$ cat config.mk
export PLATFORM = sky130hd
export DESIGN_NAME = timed_note_event_queue
export DESIGN_NICKNAME = d
export VERILOG_FILES = /design/src/rtl/core/tneq_pkg.sv /design/src/rtl/core/tneq_dpath.sv /design/src/rtl/core/tneq_ctrl.sv /design/src/rtl/core/timed_note_event_queue.sv
export SDC_FILE = /design/constraint.sdc
export NUM_CORES = 1
export LEC_CHECK = 0
export ABC_CLOCK_PERIOD_IN_PS = 10000
export BUFFER_PORTS_ARGS = -buffer_cell sky130_fd_sc_hd__buf_2
export CORE_UTILIZATION = 55
export DETAILED_ROUTE_END_ITERATION = 10
export PLACE_DENSITY = 0.73
export SYNTH_ARGS = -nofsm -noshare
export SYNTH_HDL_FRONTEND = slang
export SYNTH_HIERARCHICAL = 1
export SYNTH_SLANG_ARGS = --single-unit
$ cat constraint.sdc
create_clock -name clk_i -period 10 [get_ports clk_i]
set_clock_uncertainty 0.15 [all_clocks]
set_input_delay 2 -clock clk_i [delete_from_list [all_inputs] [get_ports clk_i]]
set_output_delay 2 -clock clk_i [all_outputs]
set_load 0.01 [all_outputs]
$ cat src/rtl/core/tneq_pkg.sv
package tneq_pkg;

  // default number of note slots
  localparam int unsigned DefQueueDepth = 16;

  // field widths
  localparam int unsigned CMD_W  = 2;
  localparam int unsigned NOTE_W = 7;
  localparam int unsigned VEL_W  = 7;
  localparam int unsigned CHAN_W = 5;
  localparam int unsigned TIME_W = 32;
  localparam int unsigned KIND_W = 2;
  localparam int unsigned OCC_W  = 5;

  // command codes
  typedef enum logic [CMD_W-1:0] {
    CMD_ADD     = 2'd0,
    CMD_PROCESS = 2'd1,
    CMD_STOP    = 2'd2,
    CMD_CLEAR   = 2'd3
  } cmd_e;

  // result event kinds
  typedef enum logic [KIND_W-1:0] {
    EV_NOTE_ON  = 2'd0,
    EV_NOTE_OFF = 2'd1,
    EV_NONE     = 2'd2
  } event_e;

  // stored note payload of one slot
  typedef struct packed {
    logic [CHAN_W-1:0] chan;
    logic [VEL_W-1:0]  vel;
    logic [NOTE_W-1:0] note;
  } note_t;

  // controller to datapath commands
  typedef struct packed {
    logic load;       // latch the accepted beat
    logic scan_init;  // reset scan index, hit mask and hit count
    logic add_exec;   // store the note and emit the add acknowledge
    logic ack;        // emit a plain acknowledge
    logic wipe;       // empty the table and zero the last position
    logic rd_issue;   // read the slot at the scan index and advance
    logic rd_emit;    // the issued read belongs to the emit pass
    logic commit;     // apply the marked slots to the table state
    logic idx_clr;    // restart the scan index for the emit pass
  } dp_cmd_t;

  // datapath to controller status
  typedef struct packed {
    logic pos_same;   // song position equals the last processed one
    logic idx_last;   // scan index points at the final slot
    logic no_hits;    // the mark pass found no slot
  } dp_sts_t;

endpackage

$ cat src/rtl/core/tneq_dpath.sv
module tneq_dpath import tneq_pkg::*; #(
  parameter int unsigned QUEUE_DEPTH = DefQueueDepth
) (
  input  logic              clk_i,
  input  logic              rst_ni,
  input  logic [CMD_W-1:0]  command_i,
  input  logic [NOTE_W-1:0] note_number_i,
  input  logic [VEL_W-1:0]  note_velocity_i,
  input  logic [CHAN_W-1:0] note_channel_i,
  input  logic [TIME_W-1:0] due_time_i,
  input  logic [TIME_W-1:0] song_position_i,
  input  dp_cmd_t           cmd_i,
  output dp_sts_t           sts_o,
  output logic              result_valid_o,
  output logic [KIND_W-1:0] event_kind_o,
  output logic [NOTE_W-1:0] out_note_o,
  output logic [VEL_W-1:0]  out_velocity_o,
  output logic [CHAN_W-1:0] out_channel_o,
  output logic [OCC_W-1:0]  occupancy_o,
  output logic              add_dropped_o,
  output logic              last_result_o
);

  localparam int unsigned IdxW = (QUEUE_DEPTH > 1) ? $clog2(QUEUE_DEPTH) : 1;
  localparam int unsigned CntW = $clog2(QUEUE_DEPTH + 1);

  // latched beat
  cmd_e              cmd_q;
  note_t             note_q;
  logic [TIME_W-1:0] due_q;
  logic [TIME_W-1:0] pos_q;

  // table state
  logic [TIME_W-1:0]      due_mem  [QUEUE_DEPTH];
  note_t                  note_mem [QUEUE_DEPTH];
  logic [QUEUE_DEPTH-1:0] valid_q;
  logic [CntW-1:0]        occ_q;
  logic [TIME_W-1:0]      last_pos_q;

  // scan state
  logic [IdxW-1:0]        idx_q;
  logic [QUEUE_DEPTH-1:0] mask_q;
  logic [CntW-1:0]        hits_q;
  logic [CntW-1:0]        rem_q;
  logic                   p1_q;
  logic                   p1_emit_q;
  logic [IdxW-1:0]        p1_idx_q;
  logic [TIME_W-1:0]      rd_due_q;
  note_t                  rd_note_q;
  logic                   rd_vld_q;

  // result registers
  logic              res_valid_q;
  event_e            kind_q;
  note_t             res_note_q;
  logic [OCC_W-1:0]  res_occ_q;
  logic              dropped_q;
  logic              last_q;

  logic [QUEUE_DEPTH-1:0] free_vec;
  logic [QUEUE_DEPTH-1:0] first_oh;
  logic [IdxW-1:0]        free_idx;
  logic                   add_ok;
  logic                   hit_mark;
  logic                   hit_emit;
  logic                   mark_cond;

  // first empty slot, isolated as the lowest set bit of the free vector
  assign free_vec = ~valid_q;
  assign first_oh = free_vec & (~free_vec + {{(QUEUE_DEPTH-1){1'b0}}, 1'b1});

  always_comb begin
    free_idx = '0;
    for (int i = 0; i < QUEUE_DEPTH; i++) begin
      if (first_oh[i]) begin
        free_idx = free_idx | IdxW'(i);
      end
    end
  end

  assign add_ok = (due_q != '0) && !(&valid_q);

  // slot selection during the mark pass
  always_comb begin
    if (cmd_q == CMD_STOP) begin
      mark_cond = (rd_note_q.vel == '0);
    end else begin
      mark_cond = (rd_due_q <= pos_q);
    end
  end

  assign hit_mark = p1_q && !p1_emit_q && rd_vld_q && mark_cond;
  assign hit_emit = p1_q && p1_emit_q && mask_q[p1_idx_q];

  // status to the controller
  assign sts_o.pos_same = (pos_q == last_pos_q);
  assign sts_o.idx_last = (idx_q == IdxW'(QUEUE_DEPTH - 1));
  assign sts_o.no_hits  = (hits_q == '0);

  // beat capture
  always_ff @(posedge clk_i) begin
    if (cmd_i.load) begin
      cmd_q  <= cmd_e'(command_i);
      note_q <= '{chan: note_channel_i, vel: note_velocity_i, note: note_number_i};
      due_q  <= due_time_i;
      pos_q  <= song_position_i;
    end
  end

  // slot memories, one write port and one registered read port
  always_ff @(posedge clk_i) begin
    if (cmd_i.add_exec && add_ok) begin
      due_mem[free_idx]  <= due_q;
      note_mem[free_idx] <= note_q;
    end
    if (cmd_i.rd_issue) begin
      rd_due_q  <= due_mem[idx_q];
      rd_note_q <= note_mem[idx_q];
      rd_vld_q  <= valid_q[idx_q];
    end
    p1_idx_q <= idx_q;
  end

  // table and scan control state
  always_ff @(posedge clk_i or negedge rst_ni) begin
    if (!rst_ni) begin
      valid_q    <= '0;
      occ_q      <= '0;
      last_pos_q <= '0;
      idx_q      <= '0;
      mask_q     <= '0;
      hits_q     <= '0;
      rem_q      <= '0;
      p1_q       <= 1'b0;
      p1_emit_q  <= 1'b0;
    end else begin
      p1_q      <= cmd_i.rd_issue;
      p1_emit_q <= cmd_i.rd_emit;

      if (cmd_i.scan_init) begin
        idx_q  <= '0;
        mask_q <= '0;
        hits_q <= '0;
      end else if (cmd_i.idx_clr) begin
        idx_q <= '0;
      end else if (cmd_i.rd_issue) begin
        idx_q <= idx_q + 1'b1;
      end

      if (hit_mark) begin
        mask_q[p1_idx_q] <= 1'b1;
        hits_q           <= hits_q + 1'b1;
      end

      if (hit_emit) begin
        rem_q <= rem_q - 1'b1;
      end

      if (cmd_i.add_exec && add_ok) begin
        valid_q[free_idx] <= 1'b1;
        occ_q             <= occ_q + 1'b1;
      end

      if (cmd_i.wipe) begin
        valid_q    <= '0;
        occ_q      <= '0;
        last_pos_q <= '0;
      end

      if (cmd_i.commit) begin
        rem_q <= hits_q;
        if (cmd_q == CMD_STOP) begin
          valid_q    <= '0;
          occ_q      <= '0;
          last_pos_q <= '0;
        end else begin
          valid_q    <= valid_q & ~mask_q;
          occ_q      <= occ_q - hits_q;
          last_pos_q <= pos_q;
        end
      end
    end
  end

  // result strobe
  always_ff @(posedge clk_i or negedge rst_ni) begin
    if (!rst_ni) begin
      res_valid_q <= 1'b0;
    end else begin
      res_valid_q <= cmd_i.add_exec || cmd_i.ack || hit_emit;
    end
  end

  // result beat payload
  always_ff @(posedge clk_i) begin
    if (cmd_i.add_exec) begin
      kind_q     <= EV_NONE;
      res_note_q <= '0;
      res_occ_q  <= add_ok ? OCC_W'(occ_q + 1'b1) : OCC_W'(occ_q);
      dropped_q  <= !add_ok;
      last_q     <= 1'b1;
    end else if (cmd_i.ack) begin
      kind_q     <= EV_NONE;
      res_note_q <= '0;
      res_occ_q  <= OCC_W'(occ_q);
      dropped_q  <= 1'b0;
      last_q     <= 1'b1;
    end else if (hit_emit) begin
      kind_q     <= (rd_note_q.vel != '0) ? EV_NOTE_ON : EV_NOTE_OFF;
      res_note_q <= rd_note_q;
      res_occ_q  <= OCC_W'(occ_q);
      dropped_q  <= 1'b0;
      last_q     <= (rem_q == CntW'(1));
    end
  end

  assign result_valid_o = res_valid_q;
  assign event_kind_o   = kind_q;
  assign out_note_o     = res_note_q.note;
  assign out_velocity_o = res_note_q.vel;
  assign out_channel_o  = res_note_q.chan;
  assign occupancy_o    = res_occ_q;
  assign add_dropped_o  = dropped_q;
  assign last_result_o  = last_q;

  // occupancy counter tracks the slot valid bits
  assert property (@(posedge clk_i) disable iff (!rst_ni)
    $countones(valid_q) == int'(occ_q))
    else $error("occupancy counter out of step with valid bits");

  // an emitted event always has a remaining count to consume
  assert property (@(posedge clk_i) disable iff (!rst_ni)
    hit_emit |-> (rem_q != '0))
    else $error("emit pass produced more events than were marked");

  // a dropped add is reported only on an acknowledge beat
  assert property (@(posedge clk_i) disable iff (!rst_ni)
    (res_valid_q && dropped_q) |-> (kind_q == EV_NONE))
    else $error("drop flag on an event beat");

  // the mark pass only marks occupied slots
  assert property (@(posedge clk_i) disable iff (!rst_ni)
    cmd_i.commit |-> ((mask_q & ~valid_q) == '0))
    else $error("marked slot is empty at commit");

endmodule

$ cat src/rtl/core/tneq_ctrl.sv
module tneq_ctrl import tneq_pkg::*; (
  input  logic             clk_i,
  input  logic             rst_ni,
  input  logic             start,
  input  logic [CMD_W-1:0] command_i,
  input  dp_sts_t          sts_i,
  output dp_cmd_t          cmd_o,
  output logic             busy
);

  typedef enum logic [3:0] {
    S_IDLE,
    S_ADD,
    S_CLEAR,
    S_CHECK,
    S_MARK,
    S_MARK_TAIL,
    S_COMMIT,
    S_EMIT,
    S_EMIT_TAIL,
    S_ACK
  } state_e;

  state_e state_q, state_d;
  logic   busy_q, busy_d;

  // next state and datapath commands
  always_comb begin
    state_d = state_q;
    cmd_o   = '0;

    case (state_q)
      S_IDLE: begin
        if (start) begin
          cmd_o.load      = 1'b1;
          cmd_o.scan_init = 1'b1;
          case (cmd_e'(command_i))
            CMD_ADD:     state_d = S_ADD;
            CMD_PROCESS: state_d = S_CHECK;
            CMD_STOP:    state_d = S_MARK;
            CMD_CLEAR:   state_d = S_CLEAR;
            default:     state_d = S_IDLE;
          endcase
        end
      end
      S_ADD: begin
        cmd_o.add_exec = 1'b1;
        state_d        = S_IDLE;
      end
      S_CLEAR: begin
        cmd_o.wipe = 1'b1;
        state_d    = S_ACK;
      end
      S_CHECK: begin
        state_d = sts_i.pos_same ? S_ACK : S_MARK;
      end
      S_MARK: begin
        cmd_o.rd_issue = 1'b1;
        if (sts_i.idx_last) begin
          state_d = S_MARK_TAIL;
        end
      end
      S_MARK_TAIL: begin
        state_d = S_COMMIT;
      end
      S_COMMIT: begin
        cmd_o.commit  = 1'b1;
        cmd_o.idx_clr = 1'b1;
        state_d       = sts_i.no_hits ? S_ACK : S_EMIT;
      end
      S_EMIT: begin
        cmd_o.rd_issue = 1'b1;
        cmd_o.rd_emit  = 1'b1;
        if (sts_i.idx_last) begin
          state_d = S_EMIT_TAIL;
        end
      end
      S_EMIT_TAIL: begin
        state_d = S_IDLE;
      end
      S_ACK: begin
        cmd_o.ack = 1'b1;
        state_d   = S_IDLE;
      end
      default: begin
        state_d = S_IDLE;
      end
    endcase

    busy_d = (state_d != S_IDLE);
  end

  // state and busy flag
  always_ff @(posedge clk_i or negedge rst_ni) begin
    if (!rst_ni) begin
      state_q <= S_IDLE;
      busy_q  <= 1'b0;
    end else begin
      state_q <= state_d;
      busy_q  <= busy_d;
    end
  end

  assign busy = busy_q;

  // busy flag mirrors a non-idle state
  assert property (@(posedge clk_i) disable iff (!rst_ni)
    busy_q == (state_q != S_IDLE))
    else $error("busy flag out of step with state");

  // an accepted beat always leaves idle
  assert property (@(posedge clk_i) disable iff (!rst_ni)
    (start && !busy_q) |=> busy_q)
    else $error("accepted beat did not start work");

  // the commit step is always preceded by the drain of the mark pass
  assert property (@(posedge clk_i) disable iff (!rst_ni)
    (state_q == S_COMMIT) |-> ($past(state_q) == S_MARK_TAIL))
    else $error("commit without a finished mark pass");

endmodule

$ cat src/rtl/core/timed_note_event_queue.sv
// Timed note event queue: a table of QUEUE_DEPTH note slots with a due time each. A command
// beat is taken when start is high and busy is low; the block answers with one or more result
// beats, each shown for a single cycle on result_valid_o, the final one of a command carrying
// last_result_o. The receiver cannot stall, so it must take every beat as it appears. Add,
// clear and a process at the same song position answer with a single acknowledge. Process
// and stop scan the table twice through the single slot memory read port, one slot a cycle:
// a mark pass that finds the due (or zero-velocity) slots and counts them, so every beat can
// report the final occupancy, then an emit pass that sends the events in slot order. When
// the mark pass finds no slot, the emit pass is skipped for a single acknowledge. The final
// beat of every command appears by the first cycle after busy falls; an emit pass can send
// it earlier, while busy is still high.
module timed_note_event_queue import tneq_pkg::*; #(
  parameter int unsigned QUEUE_DEPTH = DefQueueDepth
) (
  input  logic              clk_i,
  input  logic              rst_ni,
  input  logic              start,
  output logic              busy,
  input  logic [CMD_W-1:0]  command_i,
  input  logic [NOTE_W-1:0] note_number_i,
  input  logic [VEL_W-1:0]  note_velocity_i,
  input  logic [CHAN_W-1:0] note_channel_i,
  input  logic [TIME_W-1:0] due_time_i,
  input  logic [TIME_W-1:0] song_position_i,
  output logic              result_valid_o,
  output logic [KIND_W-1:0] event_kind_o,
  output logic [NOTE_W-1:0] out_note_o,
  output logic [VEL_W-1:0]  out_velocity_o,
  output logic [CHAN_W-1:0] out_channel_o,
  output logic [OCC_W-1:0]  occupancy_o,
  output logic              add_dropped_o,
  output logic              last_result_o
);

  dp_cmd_t dp_cmd;
  dp_sts_t dp_sts;

  // command sequencer
  tneq_ctrl u_ctrl (
    .clk_i     (clk_i),
    .rst_ni    (rst_ni),
    .start     (start),
    .command_i (command_i),
    .sts_i     (dp_sts),
    .cmd_o     (dp_cmd),
    .busy      (busy)
  );

  // slot table, scan and result registers
  tneq_dpath #(
    .QUEUE_DEPTH (QUEUE_DEPTH)
  ) u_dpath (
    .clk_i           (clk_i),
    .rst_ni          (rst_ni),
    .command_i       (command_i),
    .note_number_i   (note_number_i),
    .note_velocity_i (note_velocity_i),
    .note_channel_i  (note_channel_i),
    .due_time_i      (due_time_i),
    .song_position_i (song_position_i),
    .cmd_i           (dp_cmd),
    .sts_o           (dp_sts),
    .result_valid_o  (result_valid_o),
    .event_kind_o    (event_kind_o),
    .out_note_o      (out_note_o),
    .out_velocity_o  (out_velocity_o),
    .out_channel_o   (out_channel_o),
    .occupancy_o     (occupancy_o),
    .add_dropped_o   (add_dropped_o),
    .last_result_o   (last_result_o)
  );

endmodule

Word-level counts from Yosys, hierarchy flattened

Memory sizes are Yosys's and may differ from the RTL's. A register that Yosys moved wholly into a read port is not among the register bits.
Index checks and enable logic that the tools add are counted.

Register bits: 209
Latch bits: 0
RAM bits: 816
Memory bits (read-only): 0
Output and inout bits: 30
Logic and storage cells: 162
Memories kept: 2

Add/sub/neg operators: 6
$mul: 0
Div/mod/pow operators: 0
Order comparisons: 6
Equal/unequal tests: 15
Shift-type cells: 0
Multiplexer cells: 69
Bitwise logic cells: 7
Reduce and logical (&&, ||, !) cells: 30

Memory list:

| name             | depth | width | read ports | clocked after memory_dff | write ports | line             | source |
|---|---|---|---|---|---|---|---|
| u_dpath.due_mem  | 16    | 32    | 1          | 1                        | 1           | tneq_dpath.sv:34 | `logic [TIME_W-1:0] due_mem [QUEUE_DEPTH];` |
| u_dpath.note_mem | 16    | 19    | 1          | 1                        | 1           | tneq_dpath.sv:35 | `note_t note_mem [QUEUE_DEPTH];` |

Operator list:

| kind                                                                  | number |
|---|---|
| 16-bit 2-to-1 mux                                                     | 6 |
| 32-bit 2-to-1 mux                                                     | 3 |
| 4-bit 2-to-1 mux                                                      | 16 |
| 5-bit 2-to-1 mux                                                      | 12 |
| 16-bit inverter                                                       | 3 |
| 16-bit AND                                                            | 2 |
| 32-bit == test                                                        | 1 |
| 32-bit less-or-equal comparator                                       | 1 |
| 16-bit OR                                                             | 2 |
| 32-bit nonzero test                                                   | 1 |
| 4-bit case mux with 7 select lines                                    | 1 |
| 1-bit 2-to-1 mux                                                      | 17 |
| 16-bit by 1-bit adder with 16-bit output (second input constant)      | 1 |
| 4-bit by 3-bit == test with 1-bit output (second input constant)      | 4 |
| 4-bit case mux with 4 select lines                                    | 1 |
| 16-bit AND reduction                                                  | 1 |
| 4-bit by 5-bit < comparator with 1-bit output (second input constant) | 3 |
| 3-bit 2-to-1 mux                                                      | 4 |
| 5-bit by 1-bit adder with 5-bit output (second input constant)        | 2 |
| 2-bit 2-to-1 mux                                                      | 5 |
| 1-bit logical AND                                                     | 9 |
| 3-bit nonzero test                                                    | 3 |
| 1-bit binary-select mux with 4-bit select                             | 2 |
| 1-bit demux with 4-bit select                                         | 2 |
| 20 further kinds                                                      | 31 |

Longest topological paths before layout

Gate-level depths: netlist of run 1.

Depth in word-level cells: 27
Gate-level depth with buffers: 11
Depth with buffers taken out: 10

Cells and area by module

The synthesis of run 1 kept the hierarchy.

By module, submodules not included:

| module     | times used | cells an instance | area each (um^2) |
|---|---|---|---|
| tneq_dpath | 1          | 1963              | 41364.7 |
| tneq_ctrl  | 1          | 44                | 386.6 |

Worst setup path after synthesis of run 1

Ideal clock, no wire load.

Path type: register to register
Start: register u_ctrl.state_q[2]
End: memory u_dpath.due_mem[6][0] (enable)
Setup time: 586 ps
Arrival time: 6360 ps
Required time: 9264 ps
Path slack: 2904 ps
Cell stages (with the launch flop): 8
Buffers on the path: 2
Cell sequence: dfrtp_1 -> buf_2 -> nand2b_1 -> nor3_1 -> inv_1 -> a211o_1 -> buf_2 -> nor4_1

RTL lines:

| what                   | line             | source |
|---|---|---|
| from (decl)            | tneq_ctrl.sv:24  | `state_e state_q, state_d;` |
| from (signal assigned) | tneq_ctrl.sv:99  | `state_q <= state_d;` |
| to (decl)              | tneq_dpath.sv:34 |  |

==> flow_summary.toml, run 1 <==
[die]
die_area_sq_um = 77000
rows = 100
die_x_um = 278
initial_core_util_pct = 55.8
core-area_sq_um = 74800
die_h_um = 278
ios = 118

[finish]
multi_input_area_sq_um = 9600
regArea_sq_um = 31600
final_cell_area_sq_um = 47000
fin_cells = 3240
utilization_pct = 62.8
fillers = 4998
drive_gt1_share_pct = 26.7
nNetsFinal = 2312
syn_to_final_growth_pct = 12.5
antenna_cells = 0

[synthesis]
synth-seq-cells = 1076
netlist_instances = 2007
synth.net_count = 2138
syn_avg_cell_area_sq_um = 20.8
yosys_warnings = 6
synthFlopType = "edfxtp_1"
synth-seq-area-share_pct = 75.7
synth_edf_count = 959
yosysUniqueCellTypes = 77
synth_top_area_cell = "edfxtp_1"
netlist_area_sq_um = 41800
ys_async_sr_fraction_pct = 8.46
synth_top_area_share_pct = 69.0
ys_top_cells_by_area = "edfxtp_1, mux4_2, dfrtp_1"

[sta]
final.period_utilization_pct = 38.9
rsz0062_at_grt = "no"
slew_viol_final = 0
report.final.hold_viol_count = 0
tightest_slew_ps = 1110
hold_ws_ps = 291
fin_crit_ps = 3890
slew_headroom_pct = 25.8
finalSetupViolations = 0
max_freq_mhz = 257
fin_tns_setup_ps = 0
setup_ws_ps = 6110

[clocking]
clk_latency_ps = 680
cts_buffer_depth = 3
numClockSinks = 1076
clockRootBuffer = "clkbuf_16"
cts_tree = "done"
cts_buffers = 106
post-cts-setup-buffers = 0
cts_hold_buf = 0
htree_levels = 3
post_cts_resized = 0
clk_pin_slew_ps = 60

[routing]
drtIter0Drc = 2187
post_drt_via_cell_ratio = 6.31
wire_per_inst_um = 27.7
vias = 20400
drtAntennaViolNets = 0
wl_um = 89700
drc = 0
drt_first_pass_iters = 6

[placed_design]
dp.final_hpwl_um = 47600
placed_cell_area_sq_um = 43500
numPortBuffers = 117
place_ws_ps = 5510
gp_congestion = 0.847
dp.cells = 3042

[power]
vdd.ir_drop.worst_mv = 0.151
p_per_area_nw_per_um2 = 262
p_leak_nw = 15.6
p_total_mw = 12.3

[hold_path]
min_to = "u_dpath/event_kind_o[1]$_SDFFE_PP1P_"
hold_class = "flip-flop to flip-flop"
hold-path-cell-count = 2
min_from = "u_dpath/event_kind_o[1]$_SDFFE_PP1P_"

[critical_path]
r2r_setup_slack_ps = 6110
crit_chain = "buf_4, buf_4, mux4_2, mux4_2"
r2r_end = "u_dpath/rd_due_q[25]$_DFFE_PP_"
path_max_fanout = 73
required_ps = 10250
arrival_ps = 4140
worstReg2RegStart = "u_dpath/idx_q[1]$_DFFE_PN0P_"
slowest_delay_ps = 940
endpoint_kind = "flip-flop"
startpoint_type = "flip-flop"
slowest_stage = "buf_4"
critPathKind = "flip-flop to flip-flop"
rr_worst_depth = 4

[global_routing]
antenna_found_initial = 1
grtUsageMet3_pct = 3.97
grt_usage_pct = 23.8
grt_busiest_layer = "met2"
grt_pass1_wl_um = 134000
grt.overflow.total = 0
grt_max_degree = 74
grt_use_met1_pct = 33.9
use_met2_pct = 38.6
grt_pass1_vias = 21100

[outcome]
status = "finished clean"

[flow_run]
cap_violations = 0
==> cell families after synthesis <==
| kind of cell | share of synthesized area [%] |
|---|---|
| flip-flops | 75.7 |
| AO/OA/AOI/OAI | 2.33 |
| buffers and inverters | 1.56 |
| AND/OR/NAND/NOR | 3.23 |
| multiplexers | 14.9 |
| adder cells (fa/ha/maj) | 1.31 |
| XOR/XNOR | 0.965 |
==> area by class of cell <==
cell class,count,share of cell area [%]
flip-flops and latches,1076,67.3
multi-input cells,780,20.5
clock buffers,130,5.93
well taps,969,2.58
repair buffers,156,1.88
clock inverters,68,1.35
inverters,61,0.488
==> state kept, by name, indices dropped and copies added, names as in the netlist, 7 cells and up <==
signal and flops:
u_dpath/due_q 32, u_dpath/note_q 19, u_dpath/due_mem 512, u_dpath/out_note_o 7, u_dpath/pos_q 32, u_dpath/rd_due_q 32
u_dpath/out_velocity_o 7, u_dpath/valid_q 16, u_dpath/last_pos_q 32, u_dpath/note_mem 304, u_dpath/mask_q 16, u_dpath/rd_note_q 19
==> critical path: cells and delay by family, from the launching register on <==
kind	cells	cell delay (ps)
flops	1	710
mux	2	930
buf+inv	2	1760
==> Yosys cell counts (all sizes together) (4+ instances only) <==
cell	number
o32ai	12
nand4	18
nor2b	6
or2	4
nand3	19
and4	4
nor3b	5
xor2	38
nor4	21
a22o	5
mux2i	24
buf	37
edfxtp	959
clkbuf	53
o21ai	68
or3	4
nand2b	13
nor3	22
inv	61
dfrtp	91
nor2	42
a21oi	19
mux4	265
xnor2	8
ha	42
dfxtp	26
and2	8
o21a	4
nand2	66
o41ai	5
==> placed cells by master (no fill, tap or decap), types with 21 or more instances in the layout <==
master / instances
buf_4: 40
dfxtp_1: 26
clkbuf_1: 21
nor2_1: 40
nand2_1: 66
buf_2: 116
clkbuf_16: 107
clkinv_1: 27
inv_1: 61
ha_1: 42
mux2i_1: 24
xor2_1: 38
mux4_2: 261
edfxtp_1: 959
dfrtp_1: 87
o21ai_0: 66
==> worst max path at each step <==
stage	from	end	slack (ps)	depth (start not counted)
6_report	u_dpath/idx_q[1]$_DFFE_PN0P_	u_dpath/rd_due_q[25]$_DFFE_PP_	6110	4
3_5_place_dp	start	u_dpath/due_q[14]$_DFFE_PP_	5510	5
3_3_place_gp	start	u_dpath/due_q[14]$_DFFE_PP_	5550	5
4_1_cts	u_dpath/idx_q[1]$_DFFE_PN0P_	u_dpath/rd_due_q[25]$_DFFE_PP_	6110	4
5_1_grt	u_dpath/idx_q[1]$_DFFE_PN0P_	u_dpath/rd_due_q[25]$_DFFE_PP_	6010	4
2_1_floorplan	u_ctrl/state_q[2]$_DFF_PN0_	u_dpath/due_mem[6][0]$_DFFE_PP_	2900	7
==> where the power goes <==
group          internal [mW]  leakage [nW]  total [mW]  switching (mW)
registers               5.63          10.1        6.17           0.540
clock network           2.22          1.66        3.89            1.67
logic                   1.08          3.86        2.25            1.18
total                   8.93          15.6        12.3            3.38
==> metal layers <==
metal / part of all wire [%] / vias up
met1: 40 / 10700
met4: 2.4 / 4
li1: - / 8599
met2: 50 / 953
met5: 0.025 / -
met3: 8.1 / 155
(Power assumes the default switching activity.)
==> run 2, diff against run 1 <==
--- a/config.mk
+++ b/config.mk
@@ -5,7 +5,7 @@
 export SDC_FILE = /design/constraint.sdc
 export NUM_CORES = 1
 export LEC_CHECK = 0
-export ABC_CLOCK_PERIOD_IN_PS = 10000
+export ABC_CLOCK_PERIOD_IN_PS = 4000
 export BUFFER_PORTS_ARGS = -buffer_cell sky130_fd_sc_hd__buf_2
 export CORE_UTILIZATION = 55
 export DETAILED_ROUTE_END_ITERATION = 10
==> constraint.sdc (replaced) <==
create_clock -name clk_i -period 4 [get_ports clk_i]
set_clock_uncertainty 0.15 [all_clocks]
set_input_delay 0.8 -clock clk_i [delete_from_list [all_inputs] [get_ports clk_i]]
set_output_delay 0.8 -clock clk_i [all_outputs]
set_load 0.01 [all_outputs]
==> flow_summary.toml, run 2 (synthesis results as in run 1) <==
[outcome]
status = "finished clean"

[routing]
drt_first_pass_iters = 5
drtAntennaViolNets = 0
drtIter0Drc = 2225
wl_um = 90600
wire_per_inst_um = 27.8
vias = 20500
drc = 0
post_drt_via_cell_ratio = 6.30

[critical_path]
critPathKind = "flip-flop to flip-flop"
arrival_ps = 3760
startpoint_type = "flip-flop"
endpoint_kind = "flip-flop"
required_ps = 4120
path_max_fanout = 51
rr_worst_depth = 6

[die]
die_x_um = 278
die_area_sq_um = 77000
rows = 100
core-area_sq_um = 74800
die_h_um = 278
initial_core_util_pct = 55.8
ios = 118

[clocking]
clk_pin_slew_ps = 60
clk_latency_ps = 660
cts_buffer_depth = 3
post_cts_resized = 0
cts_buffers = 104
clockRootBuffer = "clkbuf_16"
numClockSinks = 1076
post-cts-setup-buffers = 0
htree_levels = 3
cts_hold_buf = 0
cts_tree = "done"

[finish]
syn_to_final_growth_pct = 13.6
antenna_cells = 0
multi_input_area_sq_um = 9700
drive_gt1_share_pct = 27.1
nNetsFinal = 2333
fillers = 4923
regArea_sq_um = 31600
mostFrequentLayoutCells = "edfxtp_1, mux4_2, buf_2"
final_common_cell = "edfxtp_1"
top_regs = "u_dpath/due_mem (512), u_dpath/note_mem (304)"
largest_reg_flops = 512
largest-register = "u_dpath/due_mem"
utilization_pct = 63.4

[sta]
fin_tns_setup_ps = 0
rsz0062_at_grt = "no"
max_freq_mhz = 275
final.period_utilization_pct = 91.0
setup_ws_ps = 359
fin_crit_ps = 3640
report.final.hold_viol_count = 0
finalSetupViolations = 0
slew_viol_final = 0
tightest_slew_ps = 1100
slew_headroom_pct = 26.4
hold_ws_ps = 18.0

[power]
vdd.ir_drop.worst_mv = 0.391
p_leak_nw = 15.8
p_per_area_nw_per_um2 = 657

[global_routing]
antenna_found_initial = 4
grt_max_degree = 80
grt_pass1_wl_um = 136000
grt.overflow.total = 0
grt_usage_pct = 24.1
grt_pass1_vias = 21200

[flow_run]
cap_violations = 0

[placed_design]
gp_congestion = 0.891
place_ws_ps = 326
dp.final_hpwl_um = 50200
numPortBuffers = 117

[hold_path]
hold_class = "input pin to async pin"
## run 2: cell types whose count changed in the layout (fill, tap and decap cells not counted), moves of 3 or more
| cell | previous run | this run |
|---|---|---|
| buf_12 | 0 | 20 |
| clkbuf_1 | 21 | 28 |
| inv_6 | 6 | 1 |
| buf_4 | 40 | 43 |
| nor3_4 | 0 | 11 |
| nor3b_4 | 0 | 3 |
| nor3b_2 | 3 | 0 |
| clkinv_1 | 27 | 23 |
| nor3_2 | 12 | 1 |
## run 2: layout make-up
type / count / share of cell area (%)
Inverter: 61 / 0.483
Clock buffer: 138 / 5.93
Timing Repair Buffer: 179 / 2.75
Multi-Input combinational cell: 780 / 20.4
Sequential cell: 1076 / 66.7
Clock inverter: 54 / 1.16
Tap cell: 969 / 2.56
## run 2: through the flow
stage	power [mW]	area (sq um)	std cells
final	31.1	47400	3257
after global routing	32.3	47400	3257
after CTS	31.4	47400	3257
after detailed placement	21.7	44000	3065
after global placement	21.4	44000	3065
after floorplan	19.4	41900	2007
## run 2: path summary, 6_finish.rpt
| path | startpoint | endpoint | slack, ps |
|---|---|---|---|
| worst max-delay path | u_dpath/due_q[8]$_DFFE_PP_ | u_dpath/due_mem[12][11]$_DFFE_PP_ | 360 |
| worst min-delay path | rst_ni | u_dpath/last_pos_q[17]$_DFFE_PN0P_ | 20 |
| worst max register to register | u_dpath/due_q[8]$_DFFE_PP_ | u_dpath/due_mem[12][11]$_DFFE_PP_ | 360 |
| worst min register to register | u_dpath/event_kind_o[1]$_SDFFE_PP1P_ | u_dpath/event_kind_o[1]$_SDFFE_PP1P_ | 290 |
| max in group asynchronous | rst_ni | u_dpath/mask_q[1]$_DFF_PN0_ | 2850 |
| min in group clk_i | note_velocity_i[6] | u_dpath/note_q[13]$_DFFE_PP_ | 160 |
## run 2: where the power goes
group	internal [mW]	switching [mW]	leakage [nW]	total (mW)
Combinational	2.88	3.52	4.04	6.39
Sequential	14.1	1.04	10.1	15.1
Clock	5.59	4.06	1.64	9.64
## run 2: critical path, stage by stage (launching register included)
cell and delay, ps:
edfxtp_1 590, nor4_1 540, nand4_1 310, nor2_1 370
a211o_2 510, and4b_2 290, buf_4 450
## run 2: per-layer routing
| layer | up-vias | track usage (%) | part of all wire, % |
|---|---|---|---|
| met2 | 920 | 39.5 | 50 |
| met5 | - | 0 | 0 |
| li1 | 8624 | - | - |
| met3 | 131 | 3.90 | 7.3 |
| met1 | 10900 | 34.2 | 41 |
| met4 | 0 | 6.07 | 2.0 |
